<file path="config.mk">
export PLATFORM = sky130hd
export DESIGN_NAME = sqi_cross
export DESIGN_NICKNAME = d
export VERILOG_FILES = /design/src/hw/rtl/sqi_pkg.sv /design/src/hw/rtl/sqi_cross.sv
export SDC_FILE = /design/constraint.sdc
export NUM_CORES = 1
export LEC_CHECK = 0
export BUFFER_PORTS_ARGS = -buffer_cell sky130_fd_sc_hd__buf_2
export CAP_MARGIN = 20
export CORE_MARGIN = 2
export CORE_UTILIZATION = 25
export CTS_CLUSTER_DIAMETER = 50
export DETAILED_ROUTE_END_ITERATION = 12
export PLACE_DENSITY = 0.45
export RECOVER_POWER = 100
export SETUP_SLACK_MARGIN = 0.2
export SKIP_CTS_REPAIR_TIMING = 1
export SLEW_MARGIN = 15
export SYNTH_ARGS = -nofsm -noshare
export SYNTH_HDL_FRONTEND = slang
export SYNTH_SLANG_ARGS = --single-unit
</file>
<file path="constraint.sdc">
create_clock -name clk -period 4.1 [get_ports clk]
set_input_delay 0.615 -clock clk [delete_from_list [all_inputs] [get_ports clk]]
set_output_delay 0.615 -clock clk [all_outputs]
set_load 0.03 [all_outputs]
</file>
<file path="src/hw/rtl/sqi_pkg.sv">
// sqi_pkg: widths, stage payload types and the shared range check
// for the segment / quadrant intersection pipeline. no dependencies.
package sqi_pkg;

	localparam int MAX_LEVEL = 30;
	localparam int LVL_W     = 5;
	localparam int TREE_W    = 3;
	localparam int QC_W      = 30;
	localparam int SC_W      = 31;
	localparam int SIDE_W    = MAX_LEVEL + 1;
	localparam int DW        = SC_W + 1;
	localparam int NW        = DW + 1;
	localparam int PW        = 2 * DW;

	localparam int EDGE_BOTTOM = 0;
	localparam int EDGE_TOP    = 1;
	localparam int EDGE_LEFT   = 2;
	localparam int EDGE_RIGHT  = 3;
	localparam int NUM_EDGES   = 4;

	typedef struct packed {
		logic s1;
		logic s2;
		logic s3;
		logic s4;
		logic s5;
	} stage_en_t;

	typedef struct packed {
		logic                  ok;
		logic [LVL_W-1:0]      sh;
		logic signed [DW-1:0]  ux;
		logic signed [DW-1:0]  uy;
		logic signed [DW-1:0]  wx;
		logic signed [DW-1:0]  wy;
	} prep_t;

	typedef struct packed {
		logic                  ok;
		logic                  enclosed;
		logic [NUM_EDGES-1:0]  nt_ok;
		logic signed [PW-1:0]  p1;
		logic signed [PW-1:0]  p2;
		logic signed [PW-1:0]  uxs;
		logic signed [PW-1:0]  uys;
	} prod_t;

	// true when a / d lies in [0, 1] with d nonzero
	function automatic logic in_unit(input logic signed [PW-1:0] a,
	                                 input logic signed [PW-1:0] d);
		logic r;
		if (d > 0) begin
			r = (a >= 0) && (a <= d);
		end else if (d < 0) begin
			r = (a <= 0) && (a >= d);
		end else begin
			r = 1'b0;
		end
		return r;
	endfunction

endpackage

</file>
<file path="src/hw/rtl/sqi_cross.sv">
// sqi_cross: stages three to five, segment parameter numerators per edge
// and the final range compares. depends on sqi_pkg.
module sqi_cross (
	input  logic                clk,
	input  sqi_pkg::stage_en_t  en,
	input  sqi_pkg::prod_t      prod_s2,
	output logic                hit_s5
);
	import sqi_pkg::*;

	logic                  ok_s3, enclosed_s3;
	logic [NUM_EDGES-1:0]  nt_s3;
	logic signed [PW-1:0]  k_s3, uxs_s3, uys_s3;

	logic                  ok_s4, enclosed_s4;
	logic [NUM_EDGES-1:0]  nt_s4;
	logic signed [PW-1:0]  nsb_s4, nst_s4, nsr_s4, dh_s4, dv_s4;

	logic [NUM_EDGES-1:0]  edge_hit;

	always_ff @(posedge clk) begin
		if (en.s3) begin
			ok_s3       <= prod_s2.ok;
			enclosed_s3 <= prod_s2.enclosed;
			nt_s3       <= prod_s2.nt_ok;
			k_s3        <= prod_s2.p1 - prod_s2.p2;
			uxs_s3      <= prod_s2.uxs;
			uys_s3      <= prod_s2.uys;
		end
	end

	// numerators relative to each edge start point
	always_ff @(posedge clk) begin
		if (en.s4) begin
			ok_s4       <= ok_s3;
			enclosed_s4 <= enclosed_s3;
			nt_s4       <= nt_s3;
			nsb_s4      <= k_s3;
			nst_s4      <= k_s3 - uxs_s3;
			nsr_s4      <= k_s3 + uys_s3;
			dh_s4       <= -uys_s3;
			dv_s4       <= uxs_s3;
		end
	end

	always_comb begin
		edge_hit[EDGE_BOTTOM] = nt_s4[EDGE_BOTTOM] && in_unit(nsb_s4, dh_s4);
		edge_hit[EDGE_TOP]    = nt_s4[EDGE_TOP] && in_unit(nst_s4, dh_s4);
		edge_hit[EDGE_LEFT]   = nt_s4[EDGE_LEFT] && in_unit(nsb_s4, dv_s4);
		edge_hit[EDGE_RIGHT]  = nt_s4[EDGE_RIGHT] && in_unit(nsr_s4, dv_s4);
	end

	always_ff @(posedge clk) begin
		if (en.s5) begin
			hit_s5 <= ok_s4 && ((|edge_hit) || enclosed_s4);
		end
	end

endmodule

</file>
# Yosys cells after proc, flatten, opt, wreduce, memory -nomap -nowiden
# Cells that the tools add are included.
# totals
ff_bits	525
latchBits	0
ramBits	0
input_bits	268
n_memories	0
out_inout_bits	1
word_cells	60
mem_bits_ro	0
# classes
shift	0
n_div	0
mux	8
bitwise	0
reduce_logical	15
n_mul	0
n_lt_le_gt_ge	18
n_eq_ne	0
add_sub_neg	4
# op_table
operator	count
$ge A64 B64 Y1	4
$le A64 B64 Y1	4
$ge A64 B1 Y1 const B	3
$le A64 B1 Y1 const B	3
$gt A64 B1 Y1 const B	2
$lt A64 B1 Y1 const B	2
$sub A64 B64 Y64	2
$add A64 B64 Y64	1
$neg A64 Y64	1
$logic_and A1 B1 Y1	13
$mux W1	8
$reduce_or A4 Y1	1
$logic_or A1 B1 Y1	1

# Logic depth before layout (Yosys ltp)
# logic_depth
word_depth	8
mapped_depth	13
ltp_nobuf	13

# Worst setup path before layout
# Ideal clock, no wire load.
# synth_path
path_type	flip-flop to flip-flop
start	reg uys_s3[5]
end	reg dh_s4[59], data pin
setup_slack_ns	0.643
setup_ns	0.260
required_time_ns	3.840
period_less_slack_ns	3.457
path_stages_with_launch	13
path_buffers	3
arrival_time_ns	3.198
cell_sequence	edfxtp_1 -> nor4_4 -> nand3_1 -> or4_4 -> or4_4 -> buf_6 -> or2_1 -> buf_6 -> nand2b_4 -> or3_1 -> buf_6 -> nor4_4 -> xnor2_1
# synth_between
elab_chain_len	1
# synth_lines
element	line	source
start: declaration	sqi_cross.sv:13	logic signed [PW-1:0] k_s3, uxs_s3, uys_s3;
start signal: assignment	sqi_cross.sv:28	uys_s3 <= prod_s2.uys;
$neg A64 Y64	sqi_cross.sv:41	dh_s4 <= -uys_s3;
end signal: assignment	sqi_cross.sv:41	
end: declaration	sqi_cross.sv:17	logic signed [PW-1:0] nsb_s4, nst_s4, nsr_s4, dh_s4, dv_s4;
# Every way passes these cells.
# A chain may end at the register's enable or synchronous reset.

# Final worst setup path
# layout_path
start	reg k_s3[1]
end	reg nst_s4[61], data pin
# layout_between
elab_chain_len	1
# layout_lines
element	line	source
start: declaration	sqi_cross.sv:13	
start signal: assignment	sqi_cross.sv:26	k_s3 <= prod_s2.p1 - prod_s2.p2;
$sub A64 B64 Y64	sqi_cross.sv:39	nst_s4 <= k_s3 - uxs_s3;
end signal: assignment	sqi_cross.sv:39	
end: declaration	sqi_cross.sv:17	
# Every way passes these cells.

==> load_flow_metrics.sql <==
INSERT INTO impl_metrics (metric_group, metric, value, unit) VALUES
('run_status', 'status', 'complete, but fails checks', ''),
('run_status', 'violated_checks', 'capacitance limit, slew limit', ''),
('clock_tree', 'max-clock-path-buffers', '3', ''),
('logic_synthesis', 'synth_cell_types', '71', ''),
('finish', 'final_cell_mix', 'sky130_fd_sc_hd__edfxtp_1, sky130_fd_sc_hd__ha_1, sky130_fd_sc_hd__inv_1', ''),
('detailed_routing', 'route.detailed.vias_per_inst', '4.88', ''),
('logic_synthesis', 'synth_ff_type', 'sky130_fd_sc_hd__edfxtp_1', ''),
('grt', 'wire_length_of_the_first_global_routing_pass', '186', 'mm'),
('sta', 'post-route-period-util', '0.949', ''),
('pwr', 'vdd.ir_drop.worst', '0.328', 'mV'),
('detailed_routing', 'routedWlPerCell', '22.5', 'µm'),
('detailed_routing', 'first_pass_iters', '5', ''),
('finish', 'num-nets-final', '4609', ''),
('sta', 'slew_headroom', '-0.702', ''),
('clock_tree', 'cts_max_level', '3', ''),
('clock_tree', 'insertion_delay', '690', 'ps'),
('sta', 'max_clock_freq', '257', 'MHz'),
('sta', 'finalClockSkew', '26.7', 'ps'),
('sta', 'tightestPinTransition', '2550', 'ps'),
('grt', 'number_of_global_route_vias_before_repair', '27916', ''),
('sta', 'post-route-min-period', '3890', 'ps'),
('logic_synthesis', 'synth_enable_flop_cells', '525', ''),
('logic_synthesis', 'yosys_warnings', '0', ''),
('finish', 'post_route_cells_drive_above_1_share', '0.164', ''),
('clock_tree', 'cts_inserted_buffers', '93', ''),
('logic_synthesis', 'synth-seq-area-share', '0.454', ''),
('pwr', 'p_leak', '18.3', 'nW'),
('clock_tree', 'cts_tree', 'done', ''),
('placed_design', 'place_ws', '-323', 'ps'),
('sta', 'unrepaired_setup_endpoints_after_global_routing', 'yes', ''),
('logic_synthesis', 'async_reset_ff_frac', '0', ''),
('finish', 'flow.area_growth_from_synthesis', '25.5', '%'),
('critical_path', 'worstSetupStartpointType', 'flop', ''),
('critical_path', 'cp.arrival', '4420', 'ps'),
('pwr', 'powerDensity', '518', 'mW/mm²'),
('detailed_routing', 'drc_errors', '0', ''),
('clock_tree', 'cts_root_buf', 'sky130_fd_sc_hd__clkbuf_16', ''),
('logic_synthesis', 'synth_area_per_cell', '10.6', 'µm²'),
('die', 'fp.dieArea', '0.142', 'mm²'),
('finish', 'utilization', '0.316', ''),
('finish', 'antennaDiodeCount', '0', ''),
('flow_run', 'cap_violations', '4', ''),
('grt', 'maximum_number_of_pins_on_one_net_before_global_route_repair', '89', ''),
('die', 'die_w', '377', 'µm'),
('critical_path', 'timing.critical_path.slowest_cell_delay', '430', 'ps'),
('die', 'core_region_area', '0.138', 'mm²'),
('sta', 'report.final.slew_viol_count', '236', ''),
('min_path', 'worstHoldPathType', 'primary input to flop', ''),
('placed_design', 'place.port_buffers', '266', ''),
('placed_design', 'detailed_place_hpwl', '108', 'mm'),
('logic_synthesis', 'postSynthRegisterBits', '525', ''),
('critical_path', 'timing.critical_path.fanout_max', '5', ''),
('sta', 'setup_tns', '0', 'ps'),
('logic_synthesis', 'postSynthNetCount', '4001', ''),
('placed_design', 'gp_congestion', '0.935', ''),
('detailed_routing', 'routed-via-count', '28122', ''),
('critical_path', 'required', '4620', 'ps'),
('detailed_routing', 'routed_wl', '130', 'mm'),
('critical_path', 'timing.critical_path.cells', 'clkbuf_1 -> ha_1 -> nor2b_1 -> o31a_1 -> o311a_1 -> o2111ai_1 -> clkbuf_1 -> nand2_1 -> a22oi_1 -> a31o_1 -> a21oi_1 -> a41o_1 -> a21oi_1', ''),
('detailed_routing', 'route.antenna.remaining_nets', '0', ''),
('grt', 'grt_remaining_overflow', '0', ''),
('logic_synthesis', 'mappedNetlistArea', '0.0347', 'mm²'),
('detailed_routing', 'detailedRoute.firstIterationViolations', '2020', ''),
('die', 'start_util', '0.252', ''),
('grt', 'grt_util_all_layers', '0.180', ''),
('grt', 'initial_antenna_violation_count', '4', ''),
('die', 'placementRows', '136', ''),
('die', 'floorplan.io_pins', '269', ''),
('critical_path', 'criticalPathCategory', 'flop to flop', ''),
('logic_synthesis', 'postSynthCellCount', '3284', ''),
('critical_path', 'critical_path.endpoint_type', 'flop', ''),
('finish', 'layout_commonest_cell', 'sky130_fd_sc_hd__edfxtp_1', ''),
('clock_tree', 'clk_pin_slew', '50', 'ps'),
('clock_tree', 'tritoncts_num_sinks', '525', ''),
('sta', 'timing.final.hold_violations', '0', ''),
('sta', 'setup_slack', '209', 'ps'),
('critical_path', 'worst_path_max_delay_cell', 'sky130_fd_sc_hd__edfxtp_1', ''),
('die', 'chipHeight', '377', 'µm'),
('sta', 'setup-violations-final', '0', '');
## power by group
group	switching (mW)	internal, mW	leakage (nW)
Combinational	3.52	2.63	11.5
Clock	3.00	5.50	1.64
Sequential	0.898	7.04	5.14
Total	7.41	15.2	18.3
## synth_stat cells (all sizes together), types with 5 or more instances
master,instances,area [µm²]
a2111oi,8,70.1
a211oi,24,180
a21boi,5,37.5
a21o,138,1040
a21oi,298,1490
a221oi,16,140
a31oi,25,156
a41oi,6,52.6
and2,14,87.6
and3,19,119
and4,15,131
clkbuf,67,251
edfxtp,525,15800
ha,446,5580
inv,320,1200
nand2,198,743
nand2b,41,264
nand3,62,310
nand3b,6,45.0
nand4,120,751
nor2,124,465
nor2b,34,213
nor3,56,280
nor4,116,771
o211ai,30,225
o21a,23,173
o21ai,152,761
o21bai,33,248
o221ai,8,70.1
o31a,7,61.3
o31ai,12,90.1
o41ai,6,52.6
or2,8,50.1
or3,8,50.1
or4,12,97.6
xnor2,156,1370
xor2,87,762
## stage by stage
stage | hold slack [ps] | power (mW) | instance area, µm² | cells
4_1_cts | 41.5 | 22.8 | 43900 | 5762
6_report | 98.7 | 22.6 | 43600 | 5765
5_1_grt | 64.8 | 23.7 | 43600 | 5765
3_5_place_dp | 408 | 14.2 | 40500 | 5588
2_1_floorplan | 400 | 11.3 | 34700 | 3284
3_3_place_gp | 433 | 14.1 | 40500 | 5588
## metal layers
layer	track usage	wire length [µm]	vias up
li1	-	-	13636
met1	0.236	58300	13642
met3	0.0236	5720	172
met4	0.0593	3810	4
met2	0.304	61900	668
met5	0	27	-
## final timing paths
check | startpoint | endpoint | slack, ps | depth (start not counted)
max | k_s3[1]$_DFFE_PP_ | nst_s4[61]$_DFFE_PP_ | 210 | 13
min | prod_s2[64] | uxs_s3[0]$_DFFE_PP_ | 100 | 1
max reg2reg | k_s3[1]$_DFFE_PP_ | nst_s4[61]$_DFFE_PP_ | 210 | 13
min reg2reg | uxs_s3[18]$_DFFE_PP_ | dv_s4[18]$_DFFE_PP_ | 450 | 0
## critical path: cells and delay by family, from the launching register on
family | cells | cell delay (ps)
adder cells (fa/ha/maj) | 1 | 290
AND/OR/NAND/NOR | 2 | 320
AO/OA/AOI/OAI | 8 | 2250
buffers and inverters | 2 | 410
flip-flops | 1 | 430
## kinds of logic (layout without fill, tap and decap cells)
kind of cell	after synthesis	in the layout	synth area share
fa+ha+maj	449	449	0.162
xor+xnor	243	243	0.0613
simple gates	841	841	0.128
flops	525	525	0.454
buf+inv	390	1077	0.0428
compound gates	836	836	0.151
## final cells by class
class / instances / area, µm²
Sequential cell: 525 / 15800
Timing Repair Buffer: 583 / 3340
Multi-Input combinational cell: 2369 / 17600
Clock buffer: 102 / 2450
Clock inverter: 72 / 955
Tap cell: 1794 / 2240
Fill cell: 14231 / 94100
Inverter: 320 / 1200
## sequential cells by signal, summed over array words and instances, names as in the netlist, 4 cells and up
signal,flops
nsb_s4,64
dh_s4,64
dv_s4,64
nst_s4,64
nt_s3,4
nt_s4,4
uys_s3,64
uxs_s3,64
k_s3,64
nsr_s4,64
No activity file was read; power rests on OpenSTA's default activity.
