===== src/hw/rtl/sqi_pkg.sv =====
// sqi_pkg: widths, stage payload types and the shared range check
// for the segment / quadrant intersection pipeline. no dependencies.
package sqi_pkg;

	localparam int MAX_LEVEL = 30;
	localparam int LVL_W     = 5;
	localparam int TREE_W    = 3;
	localparam int QC_W      = 30;
	localparam int SC_W      = 31;
	localparam int SIDE_W    = MAX_LEVEL + 1;
	localparam int DW        = SC_W + 1;
	localparam int NW        = DW + 1;
	localparam int PW        = 2 * DW;

	localparam int EDGE_BOTTOM = 0;
	localparam int EDGE_TOP    = 1;
	localparam int EDGE_LEFT   = 2;
	localparam int EDGE_RIGHT  = 3;
	localparam int NUM_EDGES   = 4;

	typedef struct packed {
		logic s1;
		logic s2;
		logic s3;
		logic s4;
		logic s5;
	} stage_en_t;

	typedef struct packed {
		logic                  ok;
		logic [LVL_W-1:0]      sh;
		logic signed [DW-1:0]  ux;
		logic signed [DW-1:0]  uy;
		logic signed [DW-1:0]  wx;
		logic signed [DW-1:0]  wy;
	} prep_t;

	typedef struct packed {
		logic                  ok;
		logic                  enclosed;
		logic [NUM_EDGES-1:0]  nt_ok;
		logic signed [PW-1:0]  p1;
		logic signed [PW-1:0]  p2;
		logic signed [PW-1:0]  uxs;
		logic signed [PW-1:0]  uys;
	} prod_t;

	// true when a / d lies in [0, 1] with d nonzero
	function automatic logic in_unit(input logic signed [PW-1:0] a,
	                                 input logic signed [PW-1:0] d);
		logic r;
		if (d > 0) begin
			r = (a >= 0) && (a <= d);
		end else if (d < 0) begin
			r = (a <= 0) && (a >= d);
		end else begin
			r = 1'b0;
		end
		return r;
	endfunction

endpackage


===== src/hw/rtl/sqi_prep.sv =====
// sqi_prep: first stage, tree and level gating, side shift and the
// endpoint differences. depends on sqi_pkg.
module sqi_prep (
	input  logic                        clk,
	input  sqi_pkg::stage_en_t          en,
	input  logic [sqi_pkg::LVL_W-1:0]   target_level,
	input  logic [sqi_pkg::TREE_W-1:0]  quad_tree,
	input  logic [sqi_pkg::QC_W-1:0]    quad_x,
	input  logic [sqi_pkg::QC_W-1:0]    quad_y,
	input  logic [sqi_pkg::LVL_W-1:0]   quad_level,
	input  logic [sqi_pkg::TREE_W-1:0]  seg_tree,
	input  logic [sqi_pkg::SC_W-1:0]    seg_x1,
	input  logic [sqi_pkg::SC_W-1:0]    seg_y1,
	input  logic [sqi_pkg::SC_W-1:0]    seg_x2,
	input  logic [sqi_pkg::SC_W-1:0]    seg_y2,
	output sqi_pkg::prep_t              prep_s1
);
	import sqi_pkg::*;

	logic [LVL_W-1:0] eff;
	prep_t            prep_d;

	always_comb begin
		eff = (quad_level > LVL_W'(MAX_LEVEL)) ? LVL_W'(MAX_LEVEL) : quad_level;
		prep_d.ok = (quad_tree == seg_tree) && (quad_level < target_level);
		prep_d.sh = LVL_W'(MAX_LEVEL) - eff;
		prep_d.ux = $signed({1'b0, seg_x2}) - $signed({1'b0, seg_x1});
		prep_d.uy = $signed({1'b0, seg_y2}) - $signed({1'b0, seg_y1});
		prep_d.wx = $signed({1'b0, seg_x1}) - $signed({{(DW-QC_W){1'b0}}, quad_x});
		prep_d.wy = $signed({1'b0, seg_y1}) - $signed({{(DW-QC_W){1'b0}}, quad_y});
	end

	always_ff @(posedge clk) begin
		if (en.s1) begin
			prep_s1 <= prep_d;
		end
	end

endmodule


===== config.mk =====
export PLATFORM = sky130hd
export DESIGN_NAME = sqi_prep
export DESIGN_NICKNAME = d
export VERILOG_FILES = /design/src/hw/rtl/sqi_pkg.sv /design/src/hw/rtl/sqi_prep.sv
export SDC_FILE = /design/constraint.sdc
export NUM_CORES = 1
export LEC_CHECK = 0
export BUFFER_PORTS_ARGS = -buffer_cell sky130_fd_sc_hd__buf_2
export CAP_MARGIN = 40
export CORE_UTILIZATION = 40
export DETAILED_ROUTE_END_ITERATION = 8
export GPL_ROUTABILITY_DRIVEN = 0
export SYNTH_ARGS = -nofsm -noshare
export SYNTH_HDL_FRONTEND = slang
export SYNTH_SLANG_ARGS = --single-unit

===== constraint.sdc =====
create_clock -name clk -period 3.5 [get_ports clk]
set_input_delay 0.7 -clock clk [delete_from_list [all_inputs] [get_ports clk]]
set_output_delay 0.7 -clock clk [all_outputs]
set_load 0.1 [all_outputs]

# Word level (Yosys, flattened, before mapping)
# Cells that the tools add are included.
# classes
n_addsub	5
order_cmp	2
eq_ne	1
n_mux	1
reduce_logical	1
# ops
cell	n
31-bit by 30-bit subtractor with 32-bit output	2
31-bit by 31-bit subtractor with 32-bit output	2
5-bit > comparator (second input constant)	1
5-bit less-than comparator	1
5-bit 2-to-1 mux	1
5-bit subtractor (first input constant)	1
3-bit == test	1
1-bit logical AND	1
# word_totals
regBits	134
in_bits	206
out_inout_bits	134
wordCells	16

# Depth between registers and ports, before layout
# Gate-level depths: netlist of run 1.
# depth
word_depth	3
ltp_mapped	10
mapped_depth_nobuf	10

# Least setup slack after synthesis of run 1
# No wires, ideal clock.
# synth_path
kind	input-to-reg
startpoint	input seg_y2[0] in the netlist's numbering
endpoint	register prep_s1[92] in the netlist's numbering (data pin)
setup_ns	0.135
t_arrival_ns	2.712
required_ns	3.365
slack_ns	0.652
path_stages	10
path_buffers	0
path_cell_list	inv_1 -> ha_1 -> fa_1 -> nor2b_1 -> o21bai_1 -> a311o_1 -> a31oi_1 -> o21ai_0 -> or4_1 -> nand3_1
# synth_rtl
element	line	rtl
start, declared	sqi_prep.sv:15	input logic [sqi_pkg::SC_W-1:0] seg_y2,
end signal, assigned	sqi_prep.sv:35	prep_s1 <= prep_d;
end, declared	sqi_prep.sv:16	output sqi_pkg::prep_t prep_s1

==> flow_summary.rst, run 1 <==
.. list-table::
   :header-rows: 1

   * - Metric
     - Value
   * - Met1 capacity usage during global routing
     - 0.273
   * - Tightest hold margin
     - 0.626 ns
   * - Global Route met2 Usage
     - 0.377
   * - Cells on Worst Hold Path
     - 2
   * - Simple logic cell fraction of the synthesized area
     - 0.138
   * - Number of vias in the routed layout
     - 10,777
   * - Number of buffers created by CTS
     - 17
   * - Top flop regs
     - prep_s1 (134)
   * - Seq cells post-synth
     - 134
   * - First-pass GRT wire length
     - 53,000 um
   * - Total power density per cell area
     - ~540 nW/um2
   * - Slew Limit Fails
     - 0
   * - Adder-cell share of the synthesized area
     - 0.144
   * - Commonest non-fill, non-tap cells in the layout
     - sky130_fd_sc_hd__buf_2, sky130_fd_sc_hd__inv_1, sky130_fd_sc_hd__edfxtp_1
   * - Total negative setup slack
     - 0 ns
   * - Vias in the first global route
     - 10,503
   * - Layout cell share with drive strength beyond 1
     - 0.243
   * - Clock input transition at the sequential cells of the worst setup and hold paths
     - 0.06 ns
   * - Max Clock Freq
     - 0.341 GHz
   * - Largest family of logic cells by synthesized area
     - compound AO/OA/AOI/OAI gates
   * - Post-Route WL
     - 33,400 um
   * - # fillers
     - 2,809
   * - Final setup vio count
     - 0
   * - Mapped Area
     - between 10,000 and 15,000 um2
   * - Hold Path Origin
     - quad_level[4]
   * - Final period util
     - 0.837
   * - Endpoint arrival time on the critical path
     - 3.08 ns
   * - Number of failing hold endpoints at the final stage
     - 0
   * - Nets@finish
     - 1,960
   * - Initial antenna violation count
     - 1
   * - Rows
     - 62
   * - Hold Path Sink
     - prep_s1[132]
   * - Largest net degree at the start of global routing
     - 70
   * - Number of gates given a new drive strength after cts
     - 0
   * - Max Root-Sink Buffers
     - 2
   * - Remaining Overflow, GRT
     - 0
   * - Number of placed I/O pins
     - 340
   * - Number of flops mapped to enable cells by yosys
     - 134
   * - Tot GR Track Use
     - 0.223
   * - Commonest non-fill, non-tap cell in the layout
     - sky130_fd_sc_hd__buf_2
   * - Avg WL per Cell
     - between 15 and 20 um
   * - DR pass1 iterations
     - 5
   * - Grt met3 use
     - 0.0444
   * - Count of input and output buffers
     - 335
   * - Count of routing violations after the opening detailed-route iteration
     - 805
   * - Non-filler instance count after layout
     - 2,021
   * - Starting density of the core
     - 0.406
   * - Critical path endpoint category
     - register
   * - Post-detailed-placement half-perimeter wirelength
     - 27,200 um
   * - Fraction of the mapped netlist area in compound gates
     - 0.232
   * - Die area
     - 29,800 um2
   * - RSZ-0062 raised after global routing
     - false
   * - Xor/xnor cell area share of the yosys netlist
     - 0.0731
   * - Post-CTS setup buffers
     - 0
   * - Data required time at the worst endpoint
     - around 3.7 ns
   * - Minimum period implied by the final worst setup slack
     - 2.93 ns
   * - Multiplexer fraction of the synthesized cell area
     - 0.00452
   * - Detail Route Antenna Nets
     - 0
   * - Reg with most FFs
     - prep_s1
   * - Number of sinks handled by clock tree synthesis
     - 134
   * - Master cell of the clock root buffer
     - sky130_fd_sc_hd__clkbuf_16
   * - Layout area overhead
     - 23.8%
   * - Post-DR vias/cell
     - 5.33
   * - Peak VDD IR
     - 320 uV
   * - CTS Hold Bufs
     - 0
   * - Clock tree from TritonCTS
     - yes
   * - Avg Cell Area, Syn
     - 9.02 um2
   * - Predominant post-synthesis flop cell
     - sky130_fd_sc_hd__edfxtp_1
   * - Chip width
     - 173 um
   * - Max reg flops
     - between 100 and 150
   * - Power Total
     - 0.00783 W
   * - Number of library cell types mapped by synthesis
     - between 60 and 70
   * - Lkg Pwr
     - approximately 7.0 nW
   * - Maximum net fanout on the critical path
     - 3
   * - Depth of the CTS H-tree
     - 4
   * - Sort of element at the start of the critical path
     - input pin
   * - Count of maximum capacitance violations
     - 0
   * - Share of the yosys chip area belonging to registers
     - 0.346
   * - Placed cell count
     - just under 2,000
   * - Remaining design rule violation count
     - 0
   * - Async set-or-reset flop fraction in the synthesized netlist
     - 0
   * - Class of the tightest hold or removal check
     - in2reg
   * - Number of standard cells after synthesis
     - 1,289
   * - Die boundary height
     - about 170 um
   * - Pin slew with the least headroom to its limit
     - 0.685 ns
   * - Gr busiest metal
     - met2
   * - Type of the worst setup path
     - in2reg
   * - Worst relative slew slack
     - 0.543
   * - Synthesis Warnings
     - 0
   * - Net count of the mapped netlist
     - approximately 1,600
   * - Core area
     - 28,600 um2
   * - Run status
     - complete, no violations
[area by class of cell]
cell class | count | area [um2] | share of cell area
timing repair buffer | 345 | 1760 | 0.122
antenna | 1 | 2.50 | 0.000174
sequential | 134 | 4020 | 0.280
multi-input combinational | 960 | 6870 | 0.478
clock inverter | 15 | 209 | 0.0145
inverter | 165 | 619 | 0.0430
tap | 384 | 480 | 0.0334
clock buffer | 17 | 425 | 0.0296
[cell families after synthesis]
logic type               Yosys count
AND/OR/NAND/NOR                  325
AO/OA/AOI/OAI                    402
multiplexers                       5
buffers and inverters            195
adder cells (fa/ha/maj)          131
flip-flops                       134
XOR/XNOR                          97
[metrics by stage]
step / worst slack (ns) / util / area [um2]
3_5_place_dp: 0.190 / 0.481 / 13800
6_report: 0.571 / 0.503 / 14400
2_1_floorplan: 0.652 / - / 11600
4_1_cts: 0.629 / 0.503 / 14400
5_1_grt: 0.423 / 0.503 / 14400
3_3_place_gp: 0.170 / 0.481 / 13800
[metal layers]
layer  wire length (um)  up-vias
li1                   -     5375
met1              14200     4901
met2              15800      436
met3               2180       65
met4               1150        0
met5                  0        -
[cell usage after synthesis (all sizes together), types with 3 or more instances]
| library cell | count | area, um2 |
|---|---|---|
| a2111oi | 7 | 86.3 |
| a211o | 6 | 52.6 |
| a211oi | 18 | 140 |
| a21boi | 6 | 45.0 |
| a21o | 63 | 473 |
| a21oi | 111 | 556 |
| a311oi | 5 | 50.0 |
| a31o | 5 | 43.8 |
| a31oi | 16 | 100 |
| a41oi | 3 | 26.3 |
| and2 | 12 | 76.3 |
| and3 | 17 | 106 |
| and4 | 5 | 45.0 |
| clkbuf | 30 | 113 |
| edfxtp | 134 | 4020 |
| fa | 4 | 80.1 |
| ha | 127 | 1590 |
| inv | 165 | 619 |
| mux2i | 3 | 30.0 |
| nand2 | 87 | 327 |
| nand2b | 8 | 50.1 |
| nand3 | 30 | 150 |
| nand4 | 19 | 119 |
| nand4b | 3 | 26.3 |
| nor2 | 75 | 282 |
| nor2b | 19 | 119 |
| nor3 | 23 | 115 |
| nor3b | 4 | 30.0 |
| o2111ai | 3 | 26.3 |
| o211ai | 13 | 97.6 |
| o21a | 26 | 195 |
| o21ai | 62 | 310 |
| o21bai | 22 | 165 |
| o311a | 6 | 60.1 |
| o31ai | 7 | 52.6 |
| or2 | 10 | 62.6 |
| or4 | 5 | 37.5 |
| xnor2 | 56 | 490 |
| xor2 | 41 | 359 |
[power by group]
part	internal (W)	switching, W
Sequential	0.00211	0.0000618
Clock	0.00126	0.000718
Combinational	0.000844	0.00284
[how the worst max path moves through the flow]
| stage | start | to | slack [ns] | cells after the start |
|---|---|---|---|---|
| after floorplan | seg_y2[0] | prep_s1[92] | 0.65 | 10 |
| after global placement | seg_y1[0] | prep_s1[94] | 0.17 | 10 |
| after detailed placement | seg_x1[3] | prep_s1[127] | 0.19 | 10 |
| after CTS | seg_y1[0] | prep_s1[92] | 0.63 | 10 |
| after global routing | seg_y2[0] | prep_s1[94] | 0.42 | 11 |
| final | seg_y1[0] | prep_s1[94] | 0.57 | 10 |
[worst max-delay path, cell delays in order]
cell and delay (ns):
sky130_fd_sc_hd__buf_2 0.11, sky130_fd_sc_hd__ha_1 0.23, sky130_fd_sc_hd__fa_1 0.41, sky130_fd_sc_hd__nor2b_1 0.18, sky130_fd_sc_hd__o21bai_1 0.13, sky130_fd_sc_hd__a311o_1 0.43
sky130_fd_sc_hd__nand4_1 0.12, sky130_fd_sc_hd__nand3_1 0.22, sky130_fd_sc_hd__o41ai_1 0.42, sky130_fd_sc_hd__xor2_1 0.13
(Power assumes the default switching activity.)
==> run 2, diff against run 1 <==
--- a/config.mk
+++ b/config.mk
@@ -10,6 +10,7 @@
 export CORE_UTILIZATION = 40
 export DETAILED_ROUTE_END_ITERATION = 8
 export GPL_ROUTABILITY_DRIVEN = 0
+export PLACE_DENSITY = 0.67
 export SYNTH_ARGS = -nofsm -noshare
 export SYNTH_HDL_FRONTEND = slang
 export SYNTH_SLANG_ARGS = --single-unit
==> constraint.sdc (replaced) <==
create_clock -name clk -period 2.5 [get_ports clk]
set_input_delay 0.5 -clock clk [delete_from_list [all_inputs] [get_ports clk]]
set_output_delay 0.5 -clock clk [all_outputs]
set_load 0.1 [all_outputs]
==> flow_summary.rst, run 2 (synthesis gave the netlist of run 1 again) <==
.. list-table::
   :header-rows: 1

   * - Metric
     - Value
   * - Clock tree from TritonCTS
     - yes
   * - Final period util
     - 0.994
   * - Critical path endpoint category
     - register
   * - Lkg Pwr
     - between 8 and 9 nW
   * - Worst relative slew slack
     - 0.603
   * - Max Clock Freq
     - 0.402 GHz
   * - Number of vias in the routed layout
     - between 10,000 and 15,000
   * - Clock input transition at the sequential cells of the worst setup and hold paths
     - ~0.070 ns
   * - Post-DR vias/cell
     - 5.27
   * - Commonest non-fill, non-tap cells in the layout
     - sky130_fd_sc_hd__buf_2, sky130_fd_sc_hd__buf_4, sky130_fd_sc_hd__inv_1
   * - Non-filler instance count after layout
     - 2,233
   * - Number of failing hold endpoints at the final stage
     - 0
   * - Count of maximum capacitance violations
     - 0
   * - Nets@finish
     - 2,171
   * - Vias in the first global route
     - ~11,000
   * - Die area
     - ~30,000 um2
   * - Chip width
     - 173 um
   * - Avg WL per Cell
     - about 16 um
   * - Reg with most FFs
     - prep_s1
   * - Layout area overhead
     - 38.2%
   * - CTS Hold Bufs
     - 0
   * - Placed cell count
     - 2,197
   * - Top flop regs
     - prep_s1 (134)
   * - Type of the worst setup path
     - in2reg
   * - Sort of element at the start of the critical path
     - input pin
   * - Slew Limit Fails
     - 0
   * - Count of routing violations after the opening detailed-route iteration
     - 848
   * - Endpoint arrival time on the critical path
     - 2.65 ns
   * - Total negative setup slack
     - 0 ns
   * - Maximum net fanout on the critical path
     - 3
   * - Post-detailed-placement half-perimeter wirelength
     - 29,800 um
   * - Total power density per cell area
     - around 690 nW/um2
   * - DR pass1 iterations
     - 5
   * - Class of the tightest hold or removal check
     - in2reg
   * - Number of placed I/O pins
     - 340
   * - Detail Route Antenna Nets
     - 0
   * - Count of input and output buffers
     - 335
   * - Layout cell share with drive strength beyond 1
     - 0.343
   * - Final setup vio count
     - 0
   * - Max Root-Sink Buffers
     - 2
   * - Commonest non-fill, non-tap cell in the layout
     - sky130_fd_sc_hd__buf_2
   * - Tot GR Track Use
     - 0.239
   * - Depth of the CTS H-tree
     - 4
   * - Setup crit start
     - seg_y1[0]
   * - Rows
     - 62
   * - Peak VDD IR
     - between 400 and 500 uV
   * - Data required time at the worst endpoint
     - 2.66 ns
   * - Run status
     - complete, no violations
   * - Number of sinks handled by clock tree synthesis
     - 134
   * - Number of buffers created by CTS
     - 17
   * - Master cell of the clock root buffer
     - sky130_fd_sc_hd__clkbuf_16
   * - Largest net degree at the start of global routing
     - 36
   * - Remaining Overflow, GRT
     - 0
   * - Starting density of the core
     - 0.406
   * - Core area
     - 28,600 um2
   * - Remaining design rule violation count
     - 0
   * - Die boundary height
     - 173 um
   * - First-pass GRT wire length
     - roughly 57,000 um
   * - Max reg flops
     - 134
   * - Critical path destination
     - prep_s1[28]
   * - Pin slew with the least headroom to its limit
     - 0.599 ns
   * - Post-Route WL
     - 35,900 um
   * - Minimum period implied by the final worst setup slack
     - 2.49 ns
   * - Initial antenna violation count
     - 3
[run 2: changes by cell type in the layout (fill, tap and decap cells not counted), sizes merged]
| cell | before | now |
|---|---|---|
| diode | 1 | 2 |
| clkinvlp | 2 | 4 |
| clkinv | 7 | 2 |
| buf | 345 | 556 |
| inv | 166 | 174 |
| bufinv | 5 | 0 |
[run 2: per-stage QoR]
step | total power (W) | setup WS [ns] | hold WS, ns | cell area, um2 | util
4_1_cts | 0.0112 | 0.0110 | 0.405 | 16000 | 0.557
5_1_grt | 0.0116 | -0.0204 | 0.413 | 16100 | 0.562
3_5_place_dp | 0.00870 | -0.463 | 0.863 | 15400 | 0.538
2_1_floorplan | 0.00722 | -0.0868 | 0.612 | 11700 | -
3_3_place_gp | 0.00865 | -0.423 | 0.857 | 15400 | 0.538
6_report | 0.0111 | 0.0138 | 0.428 | 16100 | 0.562
[run 2: worst min path at each step]
| stage | start | endpoint | slack (ns) | depth (start not counted) |
|---|---|---|---|---|
| 2_1_floorplan | en[4] | prep_s1[0] | 0.61 | 0 |
| 3_3_place_gp | quad_level[4] | prep_s1[132] | 0.86 | 2 |
| 3_5_place_dp | quad_level[4] | prep_s1[132] | 0.86 | 2 |
| 4_1_cts | quad_level[4] | prep_s1[132] | 0.41 | 2 |
| 5_1_grt | quad_level[4] | prep_s1[132] | 0.41 | 2 |
| 6_report | quad_level[4] | prep_s1[132] | 0.43 | 2 |
[run 2: timing repair]
action,4_1_cts,5_1_grt
pin swaps,1,17
setup endpoints to repair,1,23
resized for setup,0,23
buffers inserted,0,2
[run 2: area by class of cell]
class	instances	area, um2
diodes	2	5.00
clock buffers	17	425
clock inverters	15	134
fillers	2652	12600
inverters	165	619
multi-input cells	960	7020
flip-flops and latches	134	4020
well taps	384	480
repair buffers	556	3370
[run 2: power breakdown]
part | total (W) | internal (W) | switching, W
sequential | 0.00306 | 0.00295 | 0.000111
combinational | 0.00565 | 0.00154 | 0.00410
clock | 0.00244 | 0.00131 | 0.00113
total | 0.0111 | 0.00581 | 0.00534
[run 2: worst max-delay path, cell delays in order]
cell and delay, ns:
sky130_fd_sc_hd__buf_2 0.09, sky130_fd_sc_hd__inv_1 0.04, sky130_fd_sc_hd__ha_1 0.21, sky130_fd_sc_hd__fa_2 0.37, sky130_fd_sc_hd__nor2b_1 0.21, sky130_fd_sc_hd__o2111ai_2 0.19, sky130_fd_sc_hd__a21oi_2 0.20, sky130_fd_sc_hd__o211a_1 0.20
sky130_fd_sc_hd__o21ai_1 0.15, sky130_fd_sc_hd__a2111oi_1 0.40, sky130_fd_sc_hd__a211oi_1 0.08
[run 2: metal layers]
layer	vias to the layer above	part of all wire	track usage	wire length [um]
met2	509	0.48	0.410	17100
li1	5792	-	-	-
met1	5387	0.43	0.298	15400
met3	67	0.070	0.0460	2510
met4	2	0.027	0.0848	980
met5	-	0.00036	0	13
==> run 3, diff against run 2 <==
--- a/config.mk
+++ b/config.mk
@@ -10,7 +10,6 @@
 export CORE_UTILIZATION = 40
 export DETAILED_ROUTE_END_ITERATION = 8
 export GPL_ROUTABILITY_DRIVEN = 0
-export PLACE_DENSITY = 0.67
 export SYNTH_ARGS = -nofsm -noshare
 export SYNTH_HDL_FRONTEND = slang
 export SYNTH_SLANG_ARGS = --single-unit
==> constraint.sdc (replaced) <==
create_clock -name clk -period 2.7 [get_ports clk]
set_input_delay 0.27 -clock clk [delete_from_list [all_inputs] [get_ports clk]]
set_output_delay 0.27 -clock clk [all_outputs]
set_load 0.1 [all_outputs]
==> flow_summary.rst, run 3 (synthesis gave the netlist of run 1 again) <==
.. list-table::
   :header-rows: 1

   * - Metric
     - Value
   * - Tot GR Track Use
     - 0.223
   * - Total power density per cell area
     - between 600 and 700 nW/um2
   * - Nets@finish
     - around 2,000
   * - Master cell of the clock root buffer
     - sky130_fd_sc_hd__clkbuf_16
   * - Final setup vio count
     - 0
   * - Clock input transition at the sequential cells of the worst setup and hold paths
     - about 0.07 ns
   * - Initial antenna violation count
     - 1
   * - Number of placed I/O pins
     - 340
   * - Remaining design rule violation count
     - 0
   * - Max Root-Sink Buffers
     - 2
   * - Vias in the first global route
     - 10,509
   * - Endpoint arrival time on the critical path
     - 2.73 ns
   * - Avg WL per Cell
     - 16.4 um
   * - Number of failing hold endpoints at the final stage
     - 0
   * - Slowest Stage Delay on Critical Path
     - 0.44 ns
   * - Count of routing violations after the opening detailed-route iteration
     - 725
   * - Type of the worst setup path
     - in2reg
   * - Rows
     - 62
   * - Reg with most FFs
     - prep_s1
   * - Max reg flops
     - about 130
   * - Count of input and output buffers
     - ~340
   * - CTS Hold Bufs
     - 0
   * - Lkg Pwr
     - between 7 and 8 nW
   * - Post-DR vias/cell
     - 5.25
   * - Tightest hold margin
     - between 0.15 and 0.2 ns
   * - Buffers plus inverters on the worst setup path
     - 1
   * - Layout area overhead
     - 26.1%
   * - Count of maximum capacitance violations
     - 0
   * - Util after Layout
     - 0.512
   * - Remaining Overflow, GRT
     - 0
   * - Register cell area after layout
     - 4020 um2
   * - Post-detailed-placement half-perimeter wirelength
     - around 28,000 um
   * - RSZ-0062 raised after global routing
     - false
   * - Delay-heaviest family, CP
     - compound AO/OA/AOI/OAI gates
   * - Pin slew with the least headroom to its limit
     - 0.582 ns
   * - Post-Route WL
     - 33,900 um
   * - Number of buffers created by CTS
     - 17
   * - Largest net degree at the start of global routing
     - 54
   * - Worst-case setup slack after placement
     - -0.134 ns
   * - # fillers
     - 2,790
   * - Power Total
     - 0.0100 W
   * - Placed cell count
     - roughly 2,000
   * - First-pass GRT wire length
     - between 50,000 and 60,000 um
   * - Number of vias in the routed layout
     - 10,831
   * - Multi-input gate area in the final layout
     - just under 7000 um2
   * - Maximum net fanout on the critical path
     - 3
   * - Top flop regs
     - prep_s1 (134)
   * - Minimum period implied by the final worst setup slack
     - 2.44 ns
   * - Starting density of the core
     - 0.406
   * - Data required time at the worst endpoint
     - 2.99 ns
   * - DR pass1 iterations
     - 5
   * - Commonest non-fill, non-tap cell in the layout
     - sky130_fd_sc_hd__buf_2
   * - Worst relative slew slack
     - 0.612
   * - Core area
     - 28,600 um2
   * - Layout cell share with drive strength beyond 1
     - 0.262
   * - Peak VDD IR
     - around 360 uV
   * - Commonest non-fill, non-tap cells in the layout
     - sky130_fd_sc_hd__buf_2, sky130_fd_sc_hd__inv_1, sky130_fd_sc_hd__edfxtp_1
   * - Depth of the CTS H-tree
     - 4
   * - Non-filler instance count after layout
     - 2,062
   * - Crit-path slowest cell
     - sky130_fd_sc_hd__a311o_1
   * - Die boundary height
     - about 170 um
   * - Clock tree from TritonCTS
     - yes
   * - Die area
     - 29,800 um2
   * - Number of sinks handled by clock tree synthesis
     - 134
   * - Cells along the critical path
     - buf_2, ha_1, fa_1, nor2b_1, o21bai_1, a311o_1, a31oi_1, o21ai_0, or4_1, nand3_1
   * - Detail Route Antenna Nets
     - 0
   * - Run status
     - complete, no violations
   * - Final period util
     - 0.904
   * - Chip width
     - 173 um
   * - Post-CTS setup buffers
     - 0
   * - Critical path endpoint category
     - register
   * - Slew Limit Fails
     - 0
   * - Sort of element at the start of the critical path
     - input pin
   * - Max Clock Freq
     - a little over 0.4 GHz
   * - Class of the tightest hold or removal check
     - in2reg
   * - Number of gates given a new drive strength after cts
     - 0
   * - Post-route setup slack
     - around 0.26 ns
[run 3: cell types whose count changed in the layout (fill, tap and decap cells not counted), sizes merged]
cell	delta
clkinv	+3
buf	-170
clkinvlp	-2
diode	-1
bufinv	+1
inv	-2
[run 3: final cells by class]
class	instances	area share
timing repair buffer	386	0.143
clock buffer	17	0.0290
clock inverter	15	0.00990
antenna	1	0.000171
inverter	165	0.0422
multi-input combinational	960	0.469
tap	384	0.0328
sequential	134	0.274
[run 3: final timing paths]
path                     startpoint      endpoint  slack [ns]  depth (start not counted)
worst max-delay path      seg_y1[0]   prep_s1[92]        0.26                         10
worst min-delay path  quad_level[4]  prep_s1[132]        0.20                          2
[run 3: report_power, final]
part,switching [W],internal (W)
Sequential,0.0000924,0.00273
Clock,0.00102,0.00129
Combinational,0.00369,0.00117
[run 3: per-stage QoR]
| stage | cell area, um2 | setup TNS (ns) |
|---|---|---|
| after CTS | 14700 | 0 |
| after global routing | 14700 | 0 |
| after detailed placement | 14100 | -0.755 |
| after global placement | 14100 | -0.496 |
| final | 14700 | 0 |
| after floorplan | 11600 | 0 |
[run 3: routing by layer]
layer,wire (um),global-route usage
met5,0,0
met3,2000,0.0416
met1,14800,0.277
met2,16600,0.388
met4,540,0.0696
